### config.mk
export PLATFORM = sky130hd
export DESIGN_NAME = dtmh_ram
export DESIGN_NICKNAME = d
export VERILOG_FILES = /design/src/rtl/core/deadline_timer_min_heap_macros.svh /design/src/rtl/core/dtmh_ram.sv
export SDC_FILE = /design/constraint.sdc
export NUM_CORES = 1
export LEC_CHECK = 0
export BUFFER_PORTS_ARGS = -buffer_cell sky130_fd_sc_hd__buf_4
export CAP_MARGIN = 20
export CORE_ASPECT_RATIO = 0.8
export CORE_MARGIN = 2
export CORE_UTILIZATION = 35
export CTS_CLUSTER_DIAMETER = 80
export CTS_CLUSTER_SIZE = 16
export DETAILED_ROUTE_END_ITERATION = 7
export GPL_TIMING_DRIVEN = 0
export PLACE_DENSITY_LB_ADDON = 0.1
export REMOVE_ABC_BUFFERS = 1
export SETUP_SLACK_MARGIN = 0.3
export SLEW_MARGIN = 10
export SYNTH_ARGS = -nofsm -noshare
export SYNTH_HDL_FRONTEND = slang
export SYNTH_SLANG_ARGS = --single-unit
### constraint.sdc
create_clock -name aclk -period 2.24 [get_ports aclk]
set_clock_uncertainty 0.1 [all_clocks]
set_input_delay 0.112 -clock aclk [delete_from_list [all_inputs] [get_ports aclk]]
set_output_delay 0.112 -clock aclk [all_outputs]
set_load 0.03 [all_outputs]
### src/rtl/core/deadline_timer_min_heap_macros.svh
// Assertion helpers for the timer queue. They sample on aclk and are
// disabled while aresetn is low.
`ifndef DEADLINE_TIMER_MIN_HEAP_MACROS_SVH
`define DEADLINE_TIMER_MIN_HEAP_MACROS_SVH

// Same-cycle implication
`define DTMH_ASSERT_IMP(label, ante, cons, msg) \
    label: assert property (@(posedge aclk) disable iff (!aresetn) (ante) |-> (cons)) \
        else $error(msg);

// Next-cycle implication
`define DTMH_ASSERT_NXT(label, ante, cons, msg) \
    label: assert property (@(posedge aclk) disable iff (!aresetn) (ante) |=> (cons)) \
        else $error(msg);

`endif

### src/rtl/core/dtmh_ram.sv
module dtmh_ram #(
    parameter int WIDTH = 8,
    parameter int DEPTH = 16
) (
    input  logic                     aclk,
    input  logic                     wr_en,
    input  logic [$clog2(DEPTH)-1:0] wr_addr,
    input  logic [WIDTH-1:0]         wr_data,
    input  logic [$clog2(DEPTH)-1:0] rd_addr,
    output logic [WIDTH-1:0]         rd_data
);

    logic [WIDTH-1:0] mem_reg [DEPTH];
    logic [WIDTH-1:0] rd_data_reg;

    // One write port, one registered read port
    always_ff @(posedge aclk) begin
        if (wr_en) begin
            mem_reg[wr_addr] <= wr_data;
        end
        rd_data_reg <= mem_reg[rd_addr];
    end

    assign rd_data = rd_data_reg;

endmodule

Yosys cells after proc, flatten, opt, wreduce, memory -nomap -nowiden
Memories as Yosys holds them, arrays and structs flattened. A register that Yosys moved wholly into a read port is not among the register bits.
Cells that the tools add are included.
{"block": "totals", "romBits": 0, "wordCells": 3, "regBits": 0, "ram_bits": 128, "mem_count": 1, "out_inout_bits": 8, "latch_bits": 0, "inputBits": 18}
{"name": "mem_reg", "depth": 16, "width": 8, "rd": 1, "rd_clocked_by_memory_dff": 1, "wr": 1, "line_no": "dtmh_ram.sv:13", "rtl": "logic [WIDTH-1:0] mem_reg [DEPTH];"}
{"block": "classes", "mux": 2, "magnitude_cmp": 0, "div_mod_pow": 0, "multipliers": 0, "eq_ne": 0, "reduce_logical": 0, "n_bitwise": 0, "n_addsub": 0, "n_shift": 0}
{"operator": "two-way mux 1 bit", "n": 2}

Longest topological paths before layout
{"block": "logic_depth", "depth_word": 2, "depth_mapped": 5}

Worst setup path after synthesis
No wires, ideal clock.
{"block": "synth_timing", "kind": "input to register", "startpoint": "input wr_addr[2]", "endpoint": "memory mem_reg[0][0] (enable)", "path_stages": 2, "slack_ns": 0.535, "arrival_ns": 1.222, "setup_ns": 0.383, "cell_sequence": "or3b_2 > nor3_1"}
{"item": "start, declared", "line_no": "dtmh_ram.sv:7", "rtl": "input logic [$clog2(DEPTH)-1:0] wr_addr,"}
{"item": "end, declared", "line_no": "dtmh_ram.sv:13"}
No word-level cell before the write port.

Final worst setup path
{"block": "layout_timing", "startpoint": "input wr_addr[2]", "endpoint": "memory mem_reg[3][5] (enable)"}
No word-level cell before the write port.

==> summary.txt <==
Placed design
  – Placer congestion estimate: 0.655
  – Placed cell count: roughly 430
  – Placed cell area: around 5500 µm²
  – HPWL Detailed: 6430 µm
  – I/O Buffers: 25

Drt
  – DRC: 0
  – DR iter-0 viols: 174
  – WL final: 10800 µm
  – Via count: 2372
  – Vias per cell: between 5 and 6
  – DRT Pass-1 Iters: 4
  – WL per Instance: 23.0 µm
  – Post-DRT Antenna Nets: 0

Critical path
  – Setup crit end kind: flip-flop
  – Crit path kind: input port to flip-flop
  – Crit-path max FO: 8
  – Worst endpoint data arrival time: 1.54 ns
  – CP required: 2.16 ns
  – Startpoint Class: input port

Final layout
  – Share of layout cells above drive strength 1: 27.5%
  – Number of flip-flops in the largest register: 128
  – Most common cell after layout, fill and taps aside: edfxtp_1
  – Cell area after layout: 6150 µm²
  – Final Core Density: 42.9%
  – Seq. cell area: 4000 µm²
  – Final Instance Count excl. Fillers: about 470
  – P&R area growth vs syn: 19.6%
  – Diodes inserted: 0
  – Multi-input gate area: approximately 1100 µm²
  – Nets: 289
  – Most frequent cells in the layout: edfxtp_1, buf_4, clkbuf_16
  – Fill count: between 1000 and 1500

Logic synthesis
  – Syn Inst Count: 229
  – Area contributors post-synth: edfxtp_1, mux4_2, mux4_1, dfxtp_1, a22oi_1
  – Mapped Avg Cell Area: 22.5 µm²
  – Synth area leader: edfxtp_1
  – Seq cells post-synth: 136
  – Synthesized area: between 5000 and 6000 µm²
  – Top-area cell type share of the netlist area: 74.7%
  – Distinct cells, synth: 19
  – Synthesis Warnings: 0
  – Part of the Yosys area used for sequential elements: 77.8%

CTS
  – Num CTS Buffers: 17
  – Worst-Skew Late Latency: approximately 0.4 ns
  – Root Driver: clkbuf_16
  – Sink Count: 136
  – Clock Pin Slew Worst Setup and Hold Paths: 0.05 ns
  – CTS max path bufs: 2
  – Postcts setup bufs: 0
  – Cts repair resizes: 0
  – # H-tree levels: 4
  – CTS tree: done

Global routing
  – Largest net degree at the start of global routing: 33
  – Initial antenna violation count: 0
  – GRT Total Usage: between 10% and 20%
  – First-pass GRT wire length: 15900 µm
  – Global route overflow: 0
  – Number of global-route vias before repair: ~2500

STA
  – Tmin final: 1.61 ns
  – Final worst path period share: 71.9%
  – Final max-slew violation count: 0
  – Fin. Hold Viols: 0
  – Slew headroom: 34.3%
  – Peak Freq: between 0.6 and 0.7 GHz
  – Finish-stage setup viols: 0
  – Unrepaired setup endpoints after global routing: no
  – Worst-margin pin slew: ~0.98 ns
  – Smallest hold slack: 0.0727 ns

Power
  – Highest ir drop seen on vdd: between 0.0005 and 0.0006 V
  – Power per cell area: 946 nW/µm²
  – Total power: 5.82 mW
  – Leak Pwr: 2.04 nW

Floorplanning
  – Die Y-Extent: 112 µm
  – Core box area: 14300 µm²
  – Die area: 15700 µm²
  – Die Span X: 140 µm
  – # IOs: 26
  – Cell row count: 39
  – Initial core utilization: approximately 36%

Flow run
  – Max cap viols: 0

Status
  – Outcome: finished, final reports clean

Hold path
  – Hold crit path type: input port to flip-flop
==> cell families (layout without fill, tap and decap cells) <==
| kind of cell | Yosys count | in the layout | share of synthesized area (%) |
|---|---|---|---|
| AND/OR/NAND/NOR | 35 | 35 | 3.18 |
| AO/OA/AOI/OAI | 16 | 16 | 2.33 |
| buffers and inverters | 10 | 65 | 1.68 |
| flip-flops | 136 | 136 | 77.8 |
| multiplexers | 32 | 32 | 15.0 |
==> routing by layer <==
layer | part of all wire (%) | vias to the layer above | wire (µm) | track usage [%]
met5 | 0 | - | 0 | 0
met4 | 0.65 | 0 | 70 | 4.40
met3 | 5.0 | 7 | 533 | 4.52
met2 | 45 | 63 | 4860 | 21.4
met1 | 49 | 1246 | 5280 | 21.0
li1 | - | 1056 | - | -
==> area by class of cell <==
| class | count | area share, % |
|---|---|---|
| Clock inverter | 7 | 0.610 |
| Tap cell | 184 | 3.74 |
| Timing Repair Buffer | 33 | 4.35 |
| Multi-Input combinational cell | 83 | 17.5 |
| Clock buffer | 25 | 8.74 |
| Sequential cell | 136 | 65.1 |
==> worst max-delay path: stages <==
cell and delay [ns]:
buf_4 0.13, or3b_2 0.52, nor2_1 0.77
==> metrics by stage <==
step	setup TNS, ns	setup slack [ns]
after floorplan	0	0.535
after global placement	-1.41	-0.177
after detailed placement	0	0.211
after CTS	0	0.647
after global routing	0	0.591
final	0	0.629
==> path summary, 6_finish.rpt <==
check | start | endpoint | slack, ns | cells after the start
worst max-delay path | wr_addr[2] | mem_reg[3][5]$_DFFE_PP_ | 0.63 | 3
worst min-delay path | wr_addr[1] | mem_reg[8][6]$_DFFE_PP_ | 0.07 | 2
worst max register to register | mem_reg[4][0]$_DFFE_PP_ | rd_data[0]$_DFF_P_ | 0.69 | 3
worst min register to register | mem_reg[8][1]$_DFFE_PP_ | rd_data[1]$_DFF_P_ | 0.58 | 3
==> report_power, final <==
part	switching, mW	internal (mW)	total (mW)	leakage (nW)
Clock	0.986	1.65	2.64	0.289
Combinational	0.191	0.129	0.319	0.529
Sequential	0.0149	2.85	2.86	1.22
Total	1.19	4.63	5.82	2.04
==> synthesized netlist by cell type <==
| cell type | n |
|---|---|
| dfxtp_1 | 8 |
| mux4_2 | 18 |
| edfxtp_1 | 128 |
| nor3_1 | 4 |
| and2_1 | 1 |
| buf_6 | 3 |
| nor2b_1 | 1 |
| nor2_1 | 13 |
| nand2b_1 | 2 |
| and2b_1 | 1 |
| nand2_1 | 9 |
| nand3_1 | 1 |
| nand3b_1 | 2 |
| buf_4 | 1 |
| buf_2 | 3 |
| clkdlybuf4s25_2 | 3 |
| a22oi_1 | 16 |
| or3b_2 | 1 |
| mux4_1 | 14 |
==> repair_timing <==
item / in CTS / in global routing
endpoints found under the setup margin: 0 / 0
hold endpoints to repair: 128 / 0
hold buffers: 8 / 0
(Power assumes the default switching activity.)
